## config.mk

```make
export PLATFORM = sky130hd
export DESIGN_NAME = key_hash_destination_select
export DESIGN_NICKNAME = d
export VERILOG_FILES = /design/src/rtl/core/khds_pkg.sv /design/src/rtl/core/khds_fifo.sv /design/src/rtl/core/khds_div.sv /design/src/rtl/core/khds_front.sv /design/src/rtl/core/khds_back.sv /design/src/rtl/core/key_hash_destination_select.sv
export SDC_FILE = /design/constraint.sdc
export NUM_CORES = 2
export LEC_CHECK = 0
export BUFFER_PORTS_ARGS = -buffer_cell sky130_fd_sc_hd__buf_2
export CORE_UTILIZATION = 44
export CTS_CLUSTER_DIAMETER = 150
export DETAILED_ROUTE_END_ITERATION = 8
export GPL_TIMING_DRIVEN = 0
export PLACE_DENSITY = 0.64
export SYNTH_ARGS = -nofsm -noshare
export SYNTH_HDL_FRONTEND = slang
export SYNTH_SLANG_ARGS = --single-unit
```

## constraint.sdc

```tcl
create_clock -name clk_i -period 10.21 [get_ports clk_i]
set_clock_uncertainty 0.1 [all_clocks]
set_input_delay 1.5315 -clock clk_i [delete_from_list [all_inputs] [get_ports clk_i]]
set_output_delay 1.5315 -clock clk_i [all_outputs]
set_load 0.02 [all_outputs]
```

## src/rtl/core/khds_pkg.sv

```systemverilog
// ----------------------------------------------------------------------------
// khds_pkg
// Constants, register codes and shared types of the key hash destination
// select block.
// ----------------------------------------------------------------------------
package khds_pkg;

  // Hash constants
  localparam logic [31:0] HashSeed  = 32'd5381;
  localparam logic [31:0] HashMul   = 32'h5bd1e995;
  localparam int unsigned ShiftMix  = 24;
  localparam int unsigned ShiftFin1 = 13;
  localparam int unsigned ShiftFin2 = 15;

  // Field widths
  localparam int unsigned HashW     = 32;
  localparam int unsigned BucketW   = 16;
  localparam int unsigned DestCntW  = 5;
  localparam int unsigned KeyLenW   = 16;
  localparam int unsigned NbytesW   = 3;

  // Configuration port
  localparam int unsigned CfgIdxW  = 2;
  localparam int unsigned CfgDataW = 16;
  localparam logic [CfgIdxW-1:0] RegBucketCount = CfgIdxW'(0);
  localparam logic [CfgIdxW-1:0] RegDestCount   = CfgIdxW'(1);
  localparam logic [BucketW-1:0]  BucketCountRst = 16'd1024;
  localparam logic [DestCntW-1:0] DestCountRst   = 5'd1;

  // Defaults and sizes
  localparam int unsigned DefMaxDests = 16;
  localparam int unsigned QueueDepth  = 2;

  // Shared divider request and response
  typedef struct packed {
    logic               start;
    logic               long_op;   // 32-bit dividend, else 16-bit in the upper half
    logic [HashW-1:0]   dividend;
    logic [BucketW-1:0] divisor;
  } div_req_t;

  typedef struct packed {
    logic               busy;
    logic               done;
    logic [HashW-1:0]   quotient;
    logic [BucketW-1:0] remainder;
  } div_rsp_t;

  // Byte mask for a short final word
  function automatic logic [HashW-1:0] tail_mask(input logic [NbytesW-1:0] nb);
    logic [HashW-1:0] m;
    case (nb)
      3'd1:    m = 32'h0000_00ff;
      3'd2:    m = 32'h0000_ffff;
      3'd3:    m = 32'h00ff_ffff;
      default: m = '1;
    endcase
    return m;
  endfunction

endpackage

```

## src/rtl/core/khds_fifo.sv

```systemverilog
// ----------------------------------------------------------------------------
// khds_fifo
// Short queue of unfinalized key hashes between the mixing front and the
// routing back end.
// ----------------------------------------------------------------------------
module khds_fifo (
  input  logic                       clk_i,
  input  logic                       rst_ni,
  input  logic                       push_i,
  input  logic [khds_pkg::HashW-1:0] data_i,
  input  logic                       pop_i,
  output logic [khds_pkg::HashW-1:0] data_o,
  output logic                       full_o,
  output logic                       empty_o
);

  localparam int unsigned Depth = khds_pkg::QueueDepth;
  localparam int unsigned PtrW  = (Depth > 1) ? $clog2(Depth) : 1;
  localparam int unsigned CntW  = $clog2(Depth + 1);

  logic [khds_pkg::HashW-1:0] mem_q [Depth];
  logic [PtrW-1:0] wr_ptr_q, rd_ptr_q;
  logic [CntW-1:0] cnt_q;
  logic            do_push, do_pop;

  assign full_o  = (cnt_q == CntW'(Depth));
  assign empty_o = (cnt_q == '0);
  assign do_push = push_i && !full_o;
  assign do_pop  = pop_i && !empty_o;
  assign data_o  = mem_q[rd_ptr_q];

  // Storage
  always_ff @(posedge clk_i) begin
    if (do_push) begin
      mem_q[wr_ptr_q] <= data_i;
    end
  end

  // Pointers and fill count
  always_ff @(posedge clk_i or negedge rst_ni) begin
    if (!rst_ni) begin
      wr_ptr_q <= '0;
      rd_ptr_q <= '0;
      cnt_q    <= '0;
    end else begin
      if (do_push) begin
        wr_ptr_q <= (wr_ptr_q == PtrW'(Depth - 1)) ? '0 : wr_ptr_q + 1'b1;
      end
      if (do_pop) begin
        rd_ptr_q <= (rd_ptr_q == PtrW'(Depth - 1)) ? '0 : rd_ptr_q + 1'b1;
      end
      if (do_push && !do_pop) begin
        cnt_q <= cnt_q + 1'b1;
      end else if (do_pop && !do_push) begin
        cnt_q <= cnt_q - 1'b1;
      end
    end
  end

endmodule

```

## src/rtl/core/khds_div.sv

```systemverilog
// ----------------------------------------------------------------------------
// khds_div
// Shared restoring divider, four quotient bits per cycle. Long operations
// take a 32-bit dividend, short ones a 16-bit dividend in the upper half.
// ----------------------------------------------------------------------------
module khds_div (
  input  logic               clk_i,
  input  logic               rst_ni,
  input  khds_pkg::div_req_t req_i,
  output khds_pkg::div_rsp_t rsp_o
);

  localparam int unsigned DvdW       = khds_pkg::HashW;
  localparam int unsigned DsrW       = khds_pkg::BucketW;
  localparam int unsigned DigitBits  = 4;
  localparam int unsigned LongSteps  = DvdW / DigitBits;
  localparam int unsigned ShortSteps = DsrW / DigitBits;
  localparam int unsigned CntW       = $clog2(LongSteps + 1);

  logic            busy_q, done_q;
  logic [CntW-1:0] cnt_q;
  logic [DvdW-1:0] dvd_q, dvd_n;
  logic [DsrW-1:0] rem_q, rem_n, dsr_q;
  logic [DsrW:0]   trial;

  // One digit: four shift-subtract steps
  always_comb begin
    rem_n = rem_q;
    dvd_n = dvd_q;
    trial = '0;
    for (int i = 0; i < DigitBits; i++) begin
      trial = {rem_n, dvd_n[DvdW-1]};
      dvd_n = {dvd_n[DvdW-2:0], 1'b0};
      if (trial >= {1'b0, dsr_q}) begin
        trial    = trial - {1'b0, dsr_q};
        dvd_n[0] = 1'b1;
      end
      rem_n = trial[DsrW-1:0];
    end
  end

  // Operand and partial result registers
  always_ff @(posedge clk_i) begin
    if (req_i.start && !busy_q) begin
      dvd_q <= req_i.dividend;
      rem_q <= '0;
      dsr_q <= req_i.divisor;
    end else if (busy_q) begin
      dvd_q <= dvd_n;
      rem_q <= rem_n;
    end
  end

  // Step counter
  always_ff @(posedge clk_i or negedge rst_ni) begin
    if (!rst_ni) begin
      busy_q <= 1'b0;
      done_q <= 1'b0;
      cnt_q  <= '0;
    end else begin
      done_q <= 1'b0;
      if (req_i.start && !busy_q) begin
        busy_q <= 1'b1;
        cnt_q  <= req_i.long_op ? CntW'(LongSteps) : CntW'(ShortSteps);
      end else if (busy_q) begin
        cnt_q <= cnt_q - 1'b1;
        if (cnt_q == CntW'(1)) begin
          busy_q <= 1'b0;
          done_q <= 1'b1;
        end
      end
    end
  end

  assign rsp_o.busy      = busy_q;
  assign rsp_o.done      = done_q;
  assign rsp_o.quotient  = dvd_q;
  assign rsp_o.remainder = rem_q;

endmodule

```

## src/rtl/core/khds_front.sv

```systemverilog
// ----------------------------------------------------------------------------
// khds_front
// Accepts key words, mixes them into the running hash (product, then mix step)
// and pushes the unfinalized hash of each completed key into the queue.
// ----------------------------------------------------------------------------
module khds_front (
  input  logic                          clk_i,
  input  logic                          rst_ni,
  input  logic                          in_valid_i,
  output logic                          in_ready_o,
  input  logic [khds_pkg::HashW-1:0]    key_word_i,
  input  logic [khds_pkg::NbytesW-1:0]  bytes_valid_i,
  input  logic                          first_word_i,
  input  logic                          last_word_i,
  input  logic [khds_pkg::KeyLenW-1:0]  key_length_i,
  input  logic                          q_full_i,
  output logic                          push_o,
  output logic [khds_pkg::HashW-1:0]    push_hash_o
);

  logic                       busy_q, last_q, full_q, none_q;
  logic [khds_pkg::HashW-1:0] hash_q, hstart_q, k1_q, hm_q;
  logic [khds_pkg::HashW-1:0] hstart, mul_op, kx, hnew;
  logic                       accept;

  assign in_ready_o = !busy_q && !q_full_i;
  assign accept     = in_valid_i && in_ready_o;

  // Starting hash and the operand of the h multiply
  assign hstart = first_word_i ?
                  (khds_pkg::HashSeed ^ {16'd0, key_length_i}) : hash_q;
  assign mul_op = bytes_valid_i[2] ? hstart :
                  (hstart ^ (key_word_i & khds_pkg::tail_mask(bytes_valid_i)));

  // Product step: word and hash products
  always_ff @(posedge clk_i) begin
    if (accept) begin
      hstart_q <= hstart;
      k1_q     <= key_word_i * khds_pkg::HashMul;
      hm_q     <= mul_op * khds_pkg::HashMul;
      full_q   <= bytes_valid_i[2];
      none_q   <= (bytes_valid_i == '0);
      last_q   <= last_word_i;
    end
  end

  // Mix step: finish the word mix
  assign kx   = k1_q ^ (k1_q >> khds_pkg::ShiftMix);
  assign hnew = full_q ? (hm_q ^ (kx * khds_pkg::HashMul)) :
                none_q ? hstart_q : hm_q;

  assign push_o      = busy_q && last_q;
  assign push_hash_o = hnew;

  // Running hash and busy flag
  always_ff @(posedge clk_i or negedge rst_ni) begin
    if (!rst_ni) begin
      busy_q <= 1'b0;
      hash_q <= '0;
    end else begin
      if (busy_q) begin
        hash_q <= hnew;
      end
      busy_q <= accept;
    end
  end

endmodule

```

## src/rtl/core/khds_back.sv

```systemverilog
// ----------------------------------------------------------------------------
// khds_back
// Finalizes queued hashes, works out bucket and destination with the shared
// divider and holds the result in an output register.
// ----------------------------------------------------------------------------
module khds_back #(
  parameter int unsigned MAX_DESTS = khds_pkg::DefMaxDests,
  localparam int unsigned IdxW     = (MAX_DESTS > 1) ? $clog2(MAX_DESTS) : 1
) (
  input  logic                           clk_i,
  input  logic                           rst_ni,
  input  logic                           q_empty_i,
  input  logic [khds_pkg::HashW-1:0]     q_hash_i,
  output logic                           pop_o,
  input  logic [khds_pkg::BucketW-1:0]   bucket_count_i,
  input  logic [khds_pkg::DestCntW-1:0]  dest_count_i,
  output khds_pkg::div_req_t             div_req_o,
  input  khds_pkg::div_rsp_t             div_rsp_i,
  output logic                           out_valid_o,
  input  logic                           out_ready_i,
  output logic [khds_pkg::HashW-1:0]     hash_value_o,
  output logic [khds_pkg::BucketW-1:0]   bucket_o,
  output logic [IdxW-1:0]                dest_index_o
);

  localparam int unsigned DcW     = khds_pkg::DestCntW;
  localparam int unsigned BkW     = khds_pkg::BucketW;
  localparam int unsigned DestSat = (MAX_DESTS < 31) ? MAX_DESTS : 31;

  localparam logic [2:0] StIdle = 3'd0;
  localparam logic [2:0] StFin1 = 3'd1;
  localparam logic [2:0] StFin2 = 3'd2;
  localparam logic [2:0] StPer  = 3'd3;
  localparam logic [2:0] StMod  = 3'd4;
  localparam logic [2:0] StIdx  = 3'd5;
  localparam logic [2:0] StDone = 3'd6;

  logic [2:0]                 state_q, state_d;
  logic [khds_pkg::HashW-1:0] h_q, p_q, hv_q;
  logic [BkW-1:0]             per_q, bkt_q, qsel;
  logic [IdxW-1:0]            idx_q;
  logic [DcW-1:0]             dests, dlim;
  logic [BkW-1:0]             dlim_w;
  logic                       out_valid_q, load_out;

  // Effective destination count and its last index
  assign dests  = (dest_count_i == '0) ? DcW'(1) :
                  (dest_count_i > DcW'(DestSat)) ? DcW'(DestSat) : dest_count_i;
  assign dlim   = dests - 1'b1;
  assign dlim_w = {{(BkW-DcW){1'b0}}, dlim};
  assign qsel   = (div_rsp_i.quotient[BkW-1:0] > dlim_w) ?
                  dlim_w : div_rsp_i.quotient[BkW-1:0];

  assign load_out = (state_q == StDone) && (!out_valid_q || out_ready_i);

  // Sequencer: next state, queue pop and divider requests
  always_comb begin
    state_d   = state_q;
    pop_o     = 1'b0;
    div_req_o = '0;
    case (state_q)
      StIdle: begin
        if (!q_empty_i) begin
          pop_o   = 1'b1;
          state_d = StFin1;
        end
      end
      StFin1: state_d = StFin2;
      StFin2: begin
        if (bucket_count_i == '0) begin
          state_d = StDone;
        end else begin
          div_req_o.start    = 1'b1;
          div_req_o.dividend = {bucket_count_i, {BkW{1'b0}}};
          div_req_o.divisor  = {{(BkW-DcW){1'b0}}, dests};
          state_d            = StPer;
        end
      end
      StPer: begin
        if (div_rsp_i.done) begin
          div_req_o.start    = 1'b1;
          div_req_o.long_op  = 1'b1;
          div_req_o.dividend = hv_q;
          div_req_o.divisor  = bucket_count_i;
          state_d            = StMod;
        end
      end
      StMod: begin
        if (div_rsp_i.done) begin
          if (per_q == '0) begin
            state_d = StDone;
          end else begin
            div_req_o.start    = 1'b1;
            div_req_o.dividend = {div_rsp_i.remainder, {BkW{1'b0}}};
            div_req_o.divisor  = per_q;
            state_d            = StIdx;
          end
        end
      end
      StIdx: begin
        if (div_rsp_i.done) begin
          state_d = StDone;
        end
      end
      StDone: begin
        if (load_out) begin
          state_d = StIdle;
        end
      end
      default: state_d = StIdle;
    endcase
  end

  // Working registers
  always_ff @(posedge clk_i) begin
    case (state_q)
      StIdle: h_q <= q_hash_i;
      StFin1: p_q <= (h_q ^ (h_q >> khds_pkg::ShiftFin1)) * khds_pkg::HashMul;
      StFin2: begin
        hv_q <= p_q ^ (p_q >> khds_pkg::ShiftFin2);
        if (bucket_count_i == '0) begin
          bkt_q <= '0;
          idx_q <= IdxW'(dlim);
        end
      end
      StPer: begin
        if (div_rsp_i.done) begin
          per_q <= div_rsp_i.quotient[BkW-1:0];
        end
      end
      StMod: begin
        if (div_rsp_i.done) begin
          bkt_q <= div_rsp_i.remainder;
          if (per_q == '0) begin
            idx_q <= IdxW'(dlim);
          end
        end
      end
      StIdx: begin
        if (div_rsp_i.done) begin
          idx_q <= IdxW'(qsel);
        end
      end
      default: ;
    endcase
  end

  // Output register
  always_ff @(posedge clk_i) begin
    if (load_out) begin
      hash_value_o <= hv_q;
      bucket_o     <= bkt_q;
      dest_index_o <= idx_q;
    end
  end

  // Control state
  always_ff @(posedge clk_i or negedge rst_ni) begin
    if (!rst_ni) begin
      state_q     <= StIdle;
      out_valid_q <= 1'b0;
    end else begin
      state_q <= state_d;
      if (load_out) begin
        out_valid_q <= 1'b1;
      end else if (out_ready_i) begin
        out_valid_q <= 1'b0;
      end
    end
  end

  assign out_valid_o = out_valid_q;

endmodule

```

## src/rtl/core/key_hash_destination_select.sv

```systemverilog
// ----------------------------------------------------------------------------
// key_hash_destination_select
// MurmurHash2 (32-bit) of a streamed key, bucket and destination routing.
// ----------------------------------------------------------------------------
//
//   channel  signals                                   direction
//   -------  ----------------------------------------  ---------
//   in       in_valid_i/in_ready_o, key word fields    sink
//   out      out_valid_o/out_ready_i, hash/bucket/idx  source
//   cfg      cfg_valid_i/cfg_ready_o, index, data      sink
//
// Each key word passes the product and mix stages of the front mixer (the h
// multiply chain) before another is taken. Per key the back end pops, finalizes,
// divides on the shared 4-bit-per-cycle divider (per-dest size, bucket, index;
// none at zero bucket count, no index at zero per-dest size), loads the output.
// A 2-entry hash queue lets the front stream the next key; it stalls when full.
// Reset clears control state and the running hash and loads the configuration registers with their defaults.
// Configuration writes are always taken; the output holds while stalled.
//
module key_hash_destination_select #(
  parameter int unsigned MAX_DESTS = khds_pkg::DefMaxDests,
  localparam int unsigned IdxW     = (MAX_DESTS > 1) ? $clog2(MAX_DESTS) : 1
) (
  input  logic                           clk_i,
  input  logic                           rst_ni,
  // Key word channel
  input  logic                           in_valid_i,
  output logic                           in_ready_o,
  input  logic [khds_pkg::HashW-1:0]     key_word_i,
  input  logic [khds_pkg::NbytesW-1:0]   bytes_valid_i,
  input  logic                           first_word_i,
  input  logic                           last_word_i,
  input  logic [khds_pkg::KeyLenW-1:0]   key_length_i,
  // Result channel
  output logic                           out_valid_o,
  input  logic                           out_ready_i,
  output logic [khds_pkg::HashW-1:0]     hash_value_o,
  output logic [khds_pkg::BucketW-1:0]   bucket_o,
  output logic [IdxW-1:0]                dest_index_o,
  // Configuration channel
  input  logic                           cfg_valid_i,
  output logic                           cfg_ready_o,
  input  logic [khds_pkg::CfgIdxW-1:0]   cfg_index_i,
  input  logic [khds_pkg::CfgDataW-1:0]  cfg_data_i
);

  logic [khds_pkg::BucketW-1:0]  bucket_count_q;
  logic [khds_pkg::DestCntW-1:0] dest_count_q;
  logic                          push, pop, q_full, q_empty;
  logic [khds_pkg::HashW-1:0]    push_hash, q_hash;
  khds_pkg::div_req_t            div_req;
  khds_pkg::div_rsp_t            div_rsp;

  // Configuration registers
  assign cfg_ready_o = 1'b1;

  always_ff @(posedge clk_i or negedge rst_ni) begin
    if (!rst_ni) begin
      bucket_count_q <= khds_pkg::BucketCountRst;
      dest_count_q   <= khds_pkg::DestCountRst;
    end else if (cfg_valid_i && cfg_ready_o) begin
      case (cfg_index_i)
        khds_pkg::RegBucketCount: bucket_count_q <= cfg_data_i;
        khds_pkg::RegDestCount:   dest_count_q   <= cfg_data_i[khds_pkg::DestCntW-1:0];
        default: ;
      endcase
    end
  end

  // Word mixer
  khds_front u_front (
    .clk_i         (clk_i),
    .rst_ni        (rst_ni),
    .in_valid_i    (in_valid_i),
    .in_ready_o    (in_ready_o),
    .key_word_i    (key_word_i),
    .bytes_valid_i (bytes_valid_i),
    .first_word_i  (first_word_i),
    .last_word_i   (last_word_i),
    .key_length_i  (key_length_i),
    .q_full_i      (q_full),
    .push_o        (push),
    .push_hash_o   (push_hash)
  );

  // Hash queue
  khds_fifo u_fifo (
    .clk_i   (clk_i),
    .rst_ni  (rst_ni),
    .push_i  (push),
    .data_i  (push_hash),
    .pop_i   (pop),
    .data_o  (q_hash),
    .full_o  (q_full),
    .empty_o (q_empty)
  );

  // Shared divider
  khds_div u_div (
    .clk_i  (clk_i),
    .rst_ni (rst_ni),
    .req_i  (div_req),
    .rsp_o  (div_rsp)
  );

  // Finalize and route
  khds_back #(
    .MAX_DESTS (MAX_DESTS)
  ) u_back (
    .clk_i          (clk_i),
    .rst_ni         (rst_ni),
    .q_empty_i      (q_empty),
    .q_hash_i       (q_hash),
    .pop_o          (pop),
    .bucket_count_i (bucket_count_q),
    .dest_count_i   (dest_count_q),
    .div_req_o      (div_req),
    .div_rsp_i      (div_rsp),
    .out_valid_o    (out_valid_o),
    .out_ready_i    (out_ready_i),
    .hash_value_o   (hash_value_o),
    .bucket_o       (bucket_o),
    .dest_index_o   (dest_index_o)
  );

endmodule

```

==> run summary <==
status: complete, no violations
Worst R2R End: u_div.rem_q[10]
Hold Crit Start: u_back.bkt_q[0]
via count: 37520
pin count of the biggest net entering global routing: 69
synthesized cell area: 57230 um^2
clk buf depth: 3
Final Util: 49.37%
Most Frequent Cell on Critical Path: a21oi_2
synth warn: 0
clock buffer count from CTS: 52
final setup vio count: 0
Overflow after GRT: 0
flops & latches, synth: 479
max-slew violation count: 0
GRT busiest layer: met2
drt via density: 5.161
clock slew at reported path FFs: 0.06 ns
worst reg2reg startpoint: u_div.rem_q[10]
Hold Crit Endpoint: u_back.bucket_o[0]
Max Clock Freq: 100.7 MHz
layout overhead on the synthesized area: 10.73%
Iteration-0 DRC Markers: 2463
Reg2Reg Depth: 46
library cells used by synthesis: 91
WL/cell: 20.37 um
total track usage: 22.97%
Worst Path Required: 10.61 ns
TritonCTS clock tree: yes
drt pass-1 iters: 7
Synth top area share: 25.47%
crit path launch type: flop
main flop type after synthesis: edfxtp_1
number of flops mapped to enable cells by yosys: 395
Initial Util: 44.59%
syn_nets: 6991
Die Ht: 362.6 um
htree depth: 2
Seq/Total Area, Yosys: 24.26%
M3 GR Usage: 2.347%
final antenna-violating net count: 0
Worst Path Max Fanout: 7
I/O Pins: 131
Max stage delay on crit path: 0.59 ns
clock sink count: 479
Final nets: 7235
most frequent cells after synthesis: inv_1, ha_1, fa_1
Critical Path Sink Type: flop
max-cap violation count: 0
Slew headroom: 3.167%
worst-margin pin slew: 1.448 ns
CP arrival: 10.33 ns
global-route wire length before repair: 229200 um
period utilization: 97.23%
vias in the first global route: 39640
Worst Hold Depth: 0
HPWL after DPL: 122000 um
placement row count: 131
Hold Vio Cnt, Final: 0
gpl congestion: 0.9210
Die ar.: 131500 um^2
critical path's slowest cell: or4_4
final wirelength: 148100 um
clk_lat worst skew: 0.64 ns
hold_buf cts: 0
area leader, netlist: fa_1
Synth area leaders: fa_1, edfxtp_1, ha_1
PortBufs: 128
critical path type: reg2reg
Die X: 362.6 um
CTS root buf: clkbuf_16
core area: 128300 um^2
Post-Syn Instances: 5250
Final WS setup: 0.2829 ns
pre-CTS WS: -2.020 ns
most common cell in the netlist: inv_1
Syn Area/Cell: 10.90 um^2
met2 usage: 39.63%
met1 usage in global routing: 30.74%
worst hold-check path type: reg2reg
Remaining DRCs: 0
Final Critical Period: 9.927 ns
layout cells sized above 1: 9.355%
Reg2Reg Setup Slack: 0.28 ns
initial antenna violation count: 4
Post-synth ARST share: 14.20%
metal layers:
layer  share of wire (%)  routed length, um  up-vias
li1                    -                  -    17460
met1                  43              63900    18850
met2                  49              72220      990
met3                 5.1               7555      216
met4                 3.0               4391        2
met5              0.0088                 13        -
sequential cells by signal, indices dropped and copies added (netlist names), 3 cells and up:
| signal | count |
|---|---|
| u_div.cnt_q | 4 |
| u_back.p_q | 32 |
| u_front.hm_q | 32 |
| u_back.bucket_o | 16 |
| u_front.hash_q | 32 |
| u_front.k1_q | 32 |
| u_back.h_q | 32 |
| bucket_count_q | 16 |
| u_back.idx_q | 4 |
| u_back.dest_index_o | 4 |
| u_back.bkt_q | 16 |
| u_front.hstart_q | 32 |
| u_fifo.mem_q | 64 |
| u_back.per_q | 16 |
| u_div.rem_q | 16 |
| u_back.hash_value_o | 32 |
| u_div.dsr_q | 16 |
| u_div.dvd_q | 32 |
| u_back.state_q | 3 |
| dest_count_q | 5 |
| u_back.hv_q | 32 |
stage by stage:
step                cells  area, um^2  hold WS (ns)  TNS (ns)
CTS                  7243       62730        0.3204         0
floorplan            5250       57230        0.3003         0
global route         7267       63360        0.3278   -0.3544
finish               7269       63370        0.3188         0
global placement     7107       60030        0.3049    -35.98
detailed placement   7137       60640        0.3045    -38.48
worst max-delay path by stage:
stage                         start         endpoint  cells after the start  slack, ns
finish              u_div.rem_q[10]  u_div.rem_q[10]                     46       0.28
global route         u_div.dsr_q[3]   u_div.rem_q[3]                     49      -0.05
CTS                  u_div.dsr_q[6]  u_div.rem_q[11]                     48      0.009
detailed placement  u_div.dsr_q[10]  u_div.rem_q[11]                     46      -2.02
global placement    u_div.dsr_q[10]   u_div.rem_q[8]                     46      -1.84
floorplan            u_div.dsr_q[6]   u_div.rem_q[8]                     45       0.52
what timing repair did:
item | in CTS | in global routing
pin swaps | 9 | 17
cloned | 0 | 3
gates resized for setup | 44 | 86
endpoints found under the setup margin | 21 | 21
buffers inserted | 11 | 18
critical path: cells and delay by family (launching register included):
family          cells  cell delay (ns)
buf+inv             7             0.95
simple gates       13             2.89
mux                 1             0.36
fa+ha+maj           4             0.99
compound gates     21             3.91
flops               1             0.58
kinds of logic (layout without fill, tap and decap cells):
logic type               after synthesis  count (layout)  synth area share, %
AO/OA/AOI/OAI                        555             555                6.485
XOR/XNOR                             392             392                6.050
adder cells (fa/ha/maj)             1665            1665                45.95
buffers and inverters               1444            1731                9.528
flip-flops                           479             479                24.26
multiplexers                         145             145                2.770
other                                  1               4             0.006553
AND/OR/NAND/NOR                      569             569                4.943
layout by cell type (no fill, tap or decap), types with 34 or more instances in the layout:
cell,instances
inv_1,1364
ha_1,921
fa_1,728
edfxtp_1,395
xnor2_1,270
nand2_1,159
a21oi_1,145
buf_2,129
nor2_1,116
o21ai_0,104
xor2_1,93
mux2_2,91
dfrtp_1,66
a21o_1,55
clkbuf_1,54
clkbuf_16,53
mux2i_1,48
nor2b_1,45
nand3_1,42
nand2b_1,36
and2_1,36
nor3_1,34
area by class of cell:
class	count	area, um^2
Fill cell	11600	64970
Multi-Input combinational cell	3327	38650
Sequential cell	479	13900
Inverter	1376	5171
Tap cell	1729	2163
Timing Repair Buffer	192	1361
Clock buffer	57	1340
Clock inverter	40	451.7
Buffer	66	322.8
Antenna cell	3	7.507
Power is not shown: default switching activity piles up to over one toggle a cycle in this logic, so the estimate is an artifact.
